$ cat config.mk
export PLATFORM = sky130hd
export DESIGN_NAME = energy_vad_adaptive_background_top
export DESIGN_NICKNAME = d
export VERILOG_FILES = /design/src/design/evad_pkg.sv /design/src/design/energy_vad_adaptive_background_top.sv
export SDC_FILE = /design/constraint.sdc
export NUM_CORES = 2
export LEC_CHECK = 0
export BUFFER_PORTS_ARGS = -buffer_cell sky130_fd_sc_hd__buf_2
export CORE_MARGIN = 1.5
export CORE_UTILIZATION = 45
export CTS_CLUSTER_DIAMETER = 80
export DETAILED_ROUTE_END_ITERATION = 6
export GPL_ROUTABILITY_DRIVEN = 0
export GPL_TIMING_DRIVEN = 0
export PLACE_DENSITY = 0.69
export SKIP_CTS_REPAIR_TIMING = 1
export SLEW_MARGIN = 5
export SYNTH_ARGS = -nofsm -noshare
export SYNTH_HDL_FRONTEND = slang
export SYNTH_SLANG_ARGS = --single-unit
$ cat constraint.sdc
create_clock -name clk_i -period 14 [get_ports clk_i]
set_clock_uncertainty 0.05 [all_clocks]
set_input_delay 0.7 -clock clk_i [delete_from_list [all_inputs] [get_ports clk_i]]
set_output_delay 0.7 -clock clk_i [all_outputs]
set_load 0.02 [all_outputs]
$ cat src/design/evad_pkg.sv
// shared constants and types for the energy voice activity detector
`default_nettype none

package evad_pkg;

  localparam int unsigned SampleW      = 16;
  localparam int unsigned EnergyW      = 16;
  localparam int unsigned BgW          = 32;
  localparam int unsigned ThrW         = 16;
  localparam int unsigned MulAW        = 32;
  localparam int unsigned MulBW        = 16;
  localparam int unsigned MulPW        = MulAW + MulBW;
  localparam int unsigned SquareW      = 30;  // largest square is 2^30
  localparam int unsigned SqrtInW      = 32;  // radicand, even width
  localparam int unsigned SqrtSteps    = SqrtInW / 2;
  localparam int unsigned SqrtRemW     = 19;  // partial remainder after the two-bit shift
  localparam int unsigned OutDataW     = 40;

  localparam int unsigned WindowDef    = 16;
  localparam int unsigned FrameMaxDef  = 4096;

  localparam logic [MulBW-1:0] AlphaNum     = 16'd655;
  localparam logic [MulBW-1:0] OneMinusAlph = 16'd64881;
  localparam logic [ThrW-1:0]  ThrReset     = 16'd512;

  localparam logic ReqSample = 1'b0;
  localparam logic ReqClear  = 1'b1;

  typedef enum logic [3:0] {
    ST_IDLE,
    ST_SQUARE,
    ST_ACCUM,
    ST_DIV_LOAD,
    ST_DIV_RUN,
    ST_SQRT_LOAD,
    ST_SQRT_RUN,
    ST_BG_MUL,
    ST_BG_MUL2,
    ST_BG_ADD,
    ST_RING_UPD,
    ST_MEAN_LOAD,
    ST_MEAN_RUN,
    ST_VOICE_MUL,
    ST_RESULT
  } evad_state_e;

  typedef enum logic [1:0] {
    MUL_SQUARE,
    MUL_DECAY,
    MUL_ALPHA,
    MUL_THRESH
  } evad_mul_sel_e;

endpackage

`default_nettype wire

$ cat src/design/energy_vad_adaptive_background_top.sv
// energy voice activity detector with adaptive background, iterative datapath
//
//  channel   dir  handshake           payload
//  s_axis    in   tvalid/tready       tdata[15:0] sample, tuser req_type, tlast last_of_frame
//  m_axis    out  tvalid/tready       tdata[0] voice_active, [16:1] frame_energy,
//                                     [32:17] background_level, [39:33] zero
//  cfg       in   cfg_we_i            cfg_wdata_i threshold_factor (Q8.8)
//
//  a sample transfer steps through accept, square and accumulate, squaring on the shared multiplier
//  a frame end adds SumW steps of divide, 16 of square root and WsumW steps of mean divide
//    through one shared subtractor, plus the control states; a sample with no room left in
//    the frame and no last mark is accepted and discarded
//  a clear transfer produces no result
//  rst_ni is asynchronous; the ring memory is never cleared, only entries already written
//    are read back
//  a pending result sits in the output register and does not block the next transfer;
//    the next frame end waits in ST_RESULT until that register frees
`default_nettype none

module energy_vad_adaptive_background_top
  import evad_pkg::*;
#(
  parameter int unsigned WINDOW    = WindowDef,
  parameter int unsigned FRAME_MAX = FrameMaxDef
) (
  input  wire logic                 clk_i,
  input  wire logic                 rst_ni,
  input  wire logic                 s_axis_tvalid,
  output logic                      s_axis_tready,
  input  wire logic [SampleW-1:0]   s_axis_tdata,   // [15:0] sample
  input  wire logic                 s_axis_tuser,   // [0] req_type
  input  wire logic                 s_axis_tlast,   // last_of_frame
  output logic                      m_axis_tvalid,
  input  wire logic                 m_axis_tready,
  output logic [OutDataW-1:0]       m_axis_tdata,   // [0] voice_active, [16:1] frame_energy,
                                                    // [32:17] background_level, rest zero
  input  wire logic                 cfg_we_i,
  input  wire logic [ThrW-1:0]      cfg_wdata_i     // threshold_factor
);

  // derived widths
  localparam int unsigned CntW   = $clog2(FRAME_MAX + 1);
  localparam int unsigned SumW   = SquareW + CntW;
  localparam int unsigned FillW  = $clog2(WINDOW + 1);
  localparam int unsigned PtrW   = (WINDOW > 1) ? $clog2(WINDOW) : 1;
  localparam int unsigned WsumW  = EnergyW + FillW;
  localparam int unsigned NumW0  = (SumW > SqrtInW) ? SumW : SqrtInW;
  localparam int unsigned NumW   = (NumW0 > WsumW) ? NumW0 : WsumW;
  localparam int unsigned RemW0  = (CntW + 1 > SqrtRemW) ? CntW + 1 : SqrtRemW;
  localparam int unsigned RemW   = (RemW0 > FillW + 1) ? RemW0 : FillW + 1;
  localparam int unsigned IterW  = $clog2(NumW + 1);

  localparam logic [CntW-1:0]  FrameFull = CntW'(FRAME_MAX);
  localparam logic [FillW-1:0] FillFull  = FillW'(WINDOW);
  localparam logic [PtrW-1:0]  PtrLast   = PtrW'(WINDOW - 1);

  evad_state_e state_q, state_d;

  // control and datapath registers
  logic [ThrW-1:0]    thr_q;
  logic [SumW-1:0]    sum_q;
  logic [CntW-1:0]    cnt_q;
  logic [BgW-1:0]     bg_q;
  logic               first_q;
  logic [PtrW-1:0]    ptr_q;
  logic [FillW-1:0]   fill_q;
  logic [WsumW-1:0]   wsum_q;
  logic [MulBW-1:0]   mag_q;
  logic               last_q;
  logic [MulPW-1:0]   prod_q;
  logic [BgW-1:0]     decay_q;
  logic [EnergyW-1:0] energy_q;
  logic [NumW-1:0]    num_q;
  logic [NumW-1:0]    quo_q;
  logic [RemW-1:0]    rem_q;
  logic [RemW-1:0]    dvs_q;
  logic [IterW-1:0]   iter_q;
  logic [EnergyW-1:0] rd_q;
  logic               out_valid_q;
  logic [OutDataW-1:0] out_data_q;

  logic [EnergyW-1:0] ring_mem [WINDOW];

  // control decode
  logic               in_xfer;
  logic               out_free;
  logic               room;
  logic               sqrt_mode;
  evad_mul_sel_e      mul_sel;

  // shared units
  logic [MulAW-1:0]   mul_a;
  logic [MulBW-1:0]   mul_b;
  logic [MulPW-1:0]   mul_p;
  logic [RemW-1:0]    sh_div, sh_sq, alu_a, alu_b, rem_step;
  logic [RemW:0]      alu_diff;
  logic               alu_ok;
  logic [NumW-1:0]    num_step, quo_step;
  logic [MulBW-1:0]   mag_in;
  logic               bg_below;
  logic               voice;

  assign in_xfer  = s_axis_tvalid && s_axis_tready;
  assign out_free = !out_valid_q || m_axis_tready;
  assign room     = (cnt_q != FrameFull);
  assign mag_in   = s_axis_tdata[SampleW-1] ? (MulBW'(0) - s_axis_tdata) : s_axis_tdata;

  // next state
  always_comb begin
    state_d = state_q;
    case (state_q)
      ST_IDLE: begin
        if (in_xfer && (s_axis_tuser == ReqSample)) begin
          if (room) begin
            state_d = ST_SQUARE;
          end else if (s_axis_tlast) begin
            state_d = ST_DIV_LOAD;
          end
        end
      end
      ST_SQUARE:    state_d = ST_ACCUM;
      ST_ACCUM:     state_d = last_q ? ST_DIV_LOAD : ST_IDLE;
      ST_DIV_LOAD:  state_d = ST_DIV_RUN;
      ST_DIV_RUN:   state_d = (iter_q == IterW'(1)) ? ST_SQRT_LOAD : ST_DIV_RUN;
      ST_SQRT_LOAD: state_d = ST_SQRT_RUN;
      ST_SQRT_RUN:  state_d = (iter_q == IterW'(1)) ? ST_BG_MUL : ST_SQRT_RUN;
      ST_BG_MUL:    state_d = (!first_q && bg_below) ? ST_BG_MUL2 : ST_RING_UPD;
      ST_BG_MUL2:   state_d = ST_BG_ADD;
      ST_BG_ADD:    state_d = ST_RING_UPD;
      ST_RING_UPD:  state_d = ST_MEAN_LOAD;
      ST_MEAN_LOAD: state_d = ST_MEAN_RUN;
      ST_MEAN_RUN:  state_d = (iter_q == IterW'(1)) ? ST_VOICE_MUL : ST_MEAN_RUN;
      ST_VOICE_MUL: state_d = ST_RESULT;
      ST_RESULT:    state_d = out_free ? ST_IDLE : ST_RESULT;
      default:      state_d = ST_IDLE;
    endcase
  end

  // control outputs
  always_comb begin
    s_axis_tready = 1'b0;
    sqrt_mode     = 1'b0;
    mul_sel       = MUL_SQUARE;
    case (state_q)
      ST_IDLE:      s_axis_tready = 1'b1;
      ST_SQRT_RUN:  sqrt_mode = 1'b1;
      ST_BG_MUL:    mul_sel = MUL_DECAY;
      ST_BG_MUL2:   mul_sel = MUL_ALPHA;
      ST_VOICE_MUL: mul_sel = MUL_THRESH;
      default:      mul_sel = MUL_SQUARE;
    endcase
  end

  // shared multiplier, operands by step
  always_comb begin
    case (mul_sel)
      MUL_SQUARE: begin
        mul_a = MulAW'(mag_q);
        mul_b = mag_q;
      end
      MUL_DECAY: begin
        mul_a = bg_q;
        mul_b = OneMinusAlph;
      end
      MUL_ALPHA: begin
        mul_a = MulAW'(energy_q);
        mul_b = AlphaNum;
      end
      MUL_THRESH: begin
        mul_a = bg_q;
        mul_b = thr_q;
      end
      default: begin
        mul_a = '0;
        mul_b = '0;
      end
    endcase
  end
  assign mul_p = MulPW'(mul_a) * MulPW'(mul_b);

  // shared shift-subtract step: restoring divide or two-bit square root
  assign sh_div   = {rem_q[RemW-2:0], num_q[NumW-1]};
  assign sh_sq    = {rem_q[RemW-3:0], num_q[NumW-1:NumW-2]};
  assign alu_a    = sqrt_mode ? sh_sq : sh_div;
  assign alu_b    = sqrt_mode ? {quo_q[RemW-3:0], 2'b01} : dvs_q;
  assign alu_diff = {1'b0, alu_a} - {1'b0, alu_b};
  assign alu_ok   = !alu_diff[RemW];
  assign rem_step = alu_ok ? alu_diff[RemW-1:0] : alu_a;
  assign quo_step = {quo_q[NumW-2:0], alu_ok};
  assign num_step = sqrt_mode ? (num_q << 2) : (num_q << 1);

  // energy lies below twice the background, exact
  assign bg_below = ({1'b0, quo_q[EnergyW-1:0], 16'd0} < {bg_q, 1'b0});
  // mean * 2^24 against threshold times background
  assign voice    = (MulPW'({quo_q[EnergyW-1:0], 24'd0}) > prod_q);

  // control state
  always_ff @(posedge clk_i or negedge rst_ni) begin
    if (!rst_ni) begin
      state_q     <= ST_IDLE;
      thr_q       <= ThrReset;
      sum_q       <= '0;
      cnt_q       <= '0;
      bg_q        <= '0;
      first_q     <= 1'b1;
      ptr_q       <= '0;
      fill_q      <= '0;
      wsum_q      <= '0;
      iter_q      <= '0;
      out_valid_q <= 1'b0;
    end else begin
      state_q <= state_d;
      if (cfg_we_i) begin
        thr_q <= cfg_wdata_i;
      end
      // output register loads a finished result or drains on a transfer
      if (state_q == ST_RESULT && out_free) begin
        out_valid_q <= 1'b1;
      end else if (m_axis_tready) begin
        out_valid_q <= 1'b0;
      end
      case (state_q)
        ST_IDLE: begin
          if (in_xfer && (s_axis_tuser == ReqClear)) begin
            sum_q   <= '0;
            cnt_q   <= '0;
            bg_q    <= '0;
            first_q <= 1'b1;
            ptr_q   <= '0;
            fill_q  <= '0;
            wsum_q  <= '0;
          end
        end
        ST_ACCUM: begin
          sum_q <= sum_q + SumW'(prod_q[SquareW:0]);
          cnt_q <= cnt_q + CntW'(1);
        end
        ST_DIV_LOAD: begin
          sum_q  <= '0;
          cnt_q  <= '0;
          iter_q <= IterW'(SumW);
        end
        ST_SQRT_LOAD: iter_q <= IterW'(SqrtSteps);
        ST_MEAN_LOAD: iter_q <= IterW'(WsumW);
        ST_DIV_RUN, ST_SQRT_RUN, ST_MEAN_RUN: iter_q <= iter_q - IterW'(1);
        ST_BG_MUL: begin
          if (first_q) begin
            bg_q    <= {quo_q[EnergyW-1:0], 16'd0};
            first_q <= 1'b0;
          end
        end
        ST_BG_ADD: bg_q <= decay_q + prod_q[BgW-1:0];
        ST_RING_UPD: begin
          if (fill_q == FillFull) begin
            wsum_q <= wsum_q - WsumW'(rd_q) + WsumW'(energy_q);
          end else begin
            fill_q <= fill_q + FillW'(1);
            wsum_q <= wsum_q + WsumW'(energy_q);
          end
          ptr_q <= (ptr_q == PtrLast) ? '0 : ptr_q + PtrW'(1);
        end
        default: ;
      endcase
    end
  end

  // datapath registers
  always_ff @(posedge clk_i) begin
    case (state_q)
      ST_IDLE: begin
        mag_q  <= mag_in;
        last_q <= s_axis_tlast;
      end
      ST_SQUARE: prod_q <= mul_p;
      ST_DIV_LOAD: begin
        rem_q <= '0;
        quo_q <= '0;
        if (cnt_q == '0) begin
          num_q <= '0;
          dvs_q <= RemW'(1);
        end else begin
          num_q <= NumW'(sum_q) << (NumW - SumW);
          dvs_q <= RemW'(cnt_q);
        end
      end
      ST_SQRT_LOAD: begin
        rem_q <= '0;
        quo_q <= '0;
        num_q <= NumW'(quo_q[SqrtInW-1:0]) << (NumW - SqrtInW);
      end
      ST_MEAN_LOAD: begin
        rem_q <= '0;
        quo_q <= '0;
        num_q <= NumW'(wsum_q) << (NumW - WsumW);
        dvs_q <= RemW'(fill_q);
      end
      ST_DIV_RUN, ST_SQRT_RUN, ST_MEAN_RUN: begin
        rem_q <= rem_step;
        quo_q <= quo_step;
        num_q <= num_step;
      end
      ST_BG_MUL: begin
        energy_q <= quo_q[EnergyW-1:0];
        prod_q   <= mul_p;
      end
      ST_BG_MUL2: begin
        decay_q <= prod_q[MulPW-1:16];
        prod_q  <= mul_p;
      end
      ST_VOICE_MUL: prod_q <= mul_p;
      ST_RESULT: begin
        if (out_free) begin
          out_data_q <= {7'd0, bg_q[BgW-1:16], energy_q, voice};
        end
      end
      default: ;
    endcase
  end

  // energy ring, registered read of the slot about to be replaced
  always_ff @(posedge clk_i) begin
    if (state_q == ST_DIV_LOAD) begin
      rd_q <= ring_mem[ptr_q];
    end
    if (state_q == ST_RING_UPD) begin
      ring_mem[ptr_q] <= energy_q;
    end
  end

  assign m_axis_tvalid = out_valid_q;
  assign m_axis_tdata  = out_data_q;

  // fill count saturates at the window depth
  a_fill_bound: assert property (@(posedge clk_i) disable iff (!rst_ni)
    fill_q <= FillFull)
    else $error("ring fill above window depth");

  // write pointer stays inside the ring
  a_ptr_bound: assert property (@(posedge clk_i) disable iff (!rst_ni)
    ptr_q <= PtrLast)
    else $error("ring pointer out of range");

  // no ring entry is written before the first frame end has seeded the background
  a_first_empty: assert property (@(posedge clk_i) disable iff (!rst_ni)
    first_q |-> (fill_q == '0))
    else $error("ring filled while background unset");

  // iterative steps never run with an exhausted step count
  a_iter_live: assert property (@(posedge clk_i) disable iff (!rst_ni)
    (state_q == ST_DIV_RUN || state_q == ST_SQRT_RUN || state_q == ST_MEAN_RUN)
      |-> (iter_q != '0))
    else $error("shift-subtract unit ran past its step count");

  // a finished result waits while the output register is still held
  a_result_wait: assert property (@(posedge clk_i) disable iff (!rst_ni)
    (state_q == ST_RESULT && out_valid_q && !m_axis_tready) |=>
      (state_q == ST_RESULT && out_valid_q))
    else $error("result dropped while output stalled");

endmodule

`default_nettype wire
==> metrics.cfg <==
[status]
status=finished with violations
violations=DRC

[placed_design]
hpwl_um=118000
port_buffers=72
dpl.cell_count=6311

[worst_setup_path]
crit_fanout=10
crit_type=reg2reg
timing.rr.start=state_q[0]
worstRegToRegCells=31
arrival_ps=11050
reg2reg_to=prod_q[47]
required_ps=14310
cp-startpoint=state_q[0]
cp.depth=31
crit_path_start_kind=flip-flop
crit_path_end_kind=flip-flop
slowest_delay_ps=1180
critPathTopFamily=compound AO/OA/AOI/OAI gates
crit_path_end=prod_q[47]
cp_num_buf_inv=10
critPathSlowestCell=a211oi_1
r2r_setup_slack_ps=3260

[floorplanning]
chipHeight_um=337.6
start_util=0.4546
pin_count=81
die_area_um2=114000
num_rows=122
die_width_um=337.6
coreArea_um2=110800

[sta]
worstMarginPinSlew_ps=1449
fin_crit_sh=0.7672
fin_tns_setup_ps=0
slew_viol_final=0
relSlewSlack=0.03382
timing.fmax_ghz=0.09311
rsz0062_at_grt=false
final.min_clock_period_ps=10740
hold_violations=0
setup_violations=0

[pwr]
p_leak_nw=24.47
comb_power_share=0.009
internal_power_w=0.003224
irDropWorstVdd_mv=0.08422
power_switching_w=0.0008820
switching_share=0.2148
pwr-share-clk=0.472
p_seq_frac=0.519
p_per_area_nw_per_um2=74.19

[detailed_routing]
dr_total_vias=38420
wirelength_um=154300
firstDrtPassIters=7
ant_nets=0
drt_iter0_drc=4271
wl_per_cell_um=23.94
viasPerCell=5.960
drc=1

[global_route]
use_met3=0.06160
grt_busiest_layer=met2
grt_use_total=0.2753
grt_max_degree=79
antenna_found_initial=11
use_met1=0.3628
globalRouteOverflowTotal=0
grt_pass1_wl_um=234200
gr-usage-met2=0.4278
grt_pass1_vias=38470

[synth]
synthTopCellsByArea=edfxtp_1 (31%), fa_1 (17%), dfrtp_1 (7.2%)
synth.avg_cell_area_um2=10.66
syn_inst=4727
synth_top_area_cell=edfxtp_1
synth_top_area_frac=0.3123
yosysMostFrequentCell=inv_1
ys_seq_area_frac=0.3849
synth.distinct_cells=86
ys_seq_elements=670
syn-cell-area_um2=50380
synth_edf_count=524
synth_commonest_cells=inv_1 (620), nand2_1 (554), edfxtp_1 (524)
synth-warning-count=0
synth_ff_type=edfxtp_1
async_flop_share=0.2179

[cts]
cts_tree=built
clock_sinks=670
cts_max_path_buffers=3
cts_root_buf=clkbuf_16
clk_pin_slew_ps=60
h-tree-depth=3
cts_made_buffers=71
clock_latency_ps=670

[layout]
instances_no_fill=6446
final_nets=5658
synthToLayoutAreaGrowth_pct=9.858
drive_above_1_share=0.07588

[worst_hold_path]
hold_start=cfg_wdata_i[8]
min_path_type=in2reg

[job]
max_cap_violations=0

[metal layers]
metal,vias up,share of wire
li1,16650,-
met1,19120,0.39
met2,2132,0.45
met3,517,0.11
met4,6,0.061
met5,-,0.00024
[registers in the layout, indices dropped and copies added (netlist names), 21 cells and up]
name	cells
bg_q	32
decay_q	32
m_axis_tdata	33
num_q	43
prod_q	48
quo_q	32
ring_mem	256
sum_q	43
wsum_q	21
[logic make-up after synthesis]
| logic type | synth area share |
|---|---|
| mux | 0.04957 |
| other cells | 0.00007444 |
| flops | 0.3849 |
| compound gates | 0.1136 |
| xor+xnor | 0.02816 |
| simple gates | 0.1164 |
| fa+ha+maj | 0.2446 |
| buf+inv | 0.06261 |
[per-stage QoR]
step / hold slack, ps / setup WS [ps] / cell area [µm²] / util / total power [W]
2_1_floorplan: 354.4 / 5529 / 50400 / - / 0.002185
3_3_place_gp: 381.0 / 2971 / 52620 / 0.4748 / 0.002208
3_5_place_dp: 385.8 / 3789 / 52940 / 0.4777 / 0.002210
4_1_cts: -43.85 / 3753 / 55320 / 0.4992 / 0.004127
5_1_grt: 216.4 / 3061 / 55340 / 0.4993 / 0.004198
6_report: 206.2 / 3260 / 55340 / 0.4994 / 0.004106
[worst min-delay path by stage]
stage	end	slack (ps)	cells past startpoint
after global placement	decay_q[28]	380	0
after floorplan	bg_q[0]	350	0
after detailed placement	decay_q[30]	390	0
after global routing	thr_q[8]	220	2
final	thr_q[8]	210	2
after CTS	wsum_q[12]	-40	1
[cells in the final DEF, fill, tap and decap left out, types with 21 or more instances in the layout]
cell,count
a211oi_1,37
a21o_1,85
a21oi_1,183
a221o_1,38
a22o_1,21
a22oi_1,25
and2_1,40
and3_1,57
buf_2,78
clkbuf_1,194
clkbuf_16,72
dfrtp_1,144
edfxtp_1,524
fa_1,438
ha_1,284
inv_1,620
mux2_2,36
mux2i_1,29
mux4_2,80
nand2_1,554
nand2b_1,26
nand3_1,72
nand4_1,30
nor2_1,402
nor2b_1,32
nor3_1,43
o21a_1,22
o21ai_0,219
o21bai_1,21
or3_1,24
xnor2_1,98
xor2_1,64
[worst reg2reg max path: cells and delay by family, from the launching register on]
family,cells,cell delay [ps]
xor+xnor,1,110
buf+inv,10,2120
fa+ha+maj,7,3400
compound gates,9,3670
flops,1,360
simple gates,4,780
[area by class of cell]
type | count | area (µm²)
clock buffer | 92 | 1917
timing repair buffer | 91 | 601.8
buffer | 211 | 829.5
inverter | 620 | 2327
sequential | 670 | 19390
antenna | 3 | 7.507
fill | 9926 | 55480
multi-input combinational | 3232 | 27940
clock inverter | 39 | 464.2
tap | 1488 | 1862
[power by group through the flow]
stage                     Clock, W  Combinational [W]  Sequential, W
after global routing       0.00203          0.0000413        0.00213
after detailed placement         0          0.0000373        0.00217
after CTS                  0.00196          0.0000375        0.00213
final                      0.00194          0.0000377        0.00213
after global placement           0          0.0000354        0.00217
after floorplan                  0          0.0000151        0.00217
(Power assumes the default switching activity.)
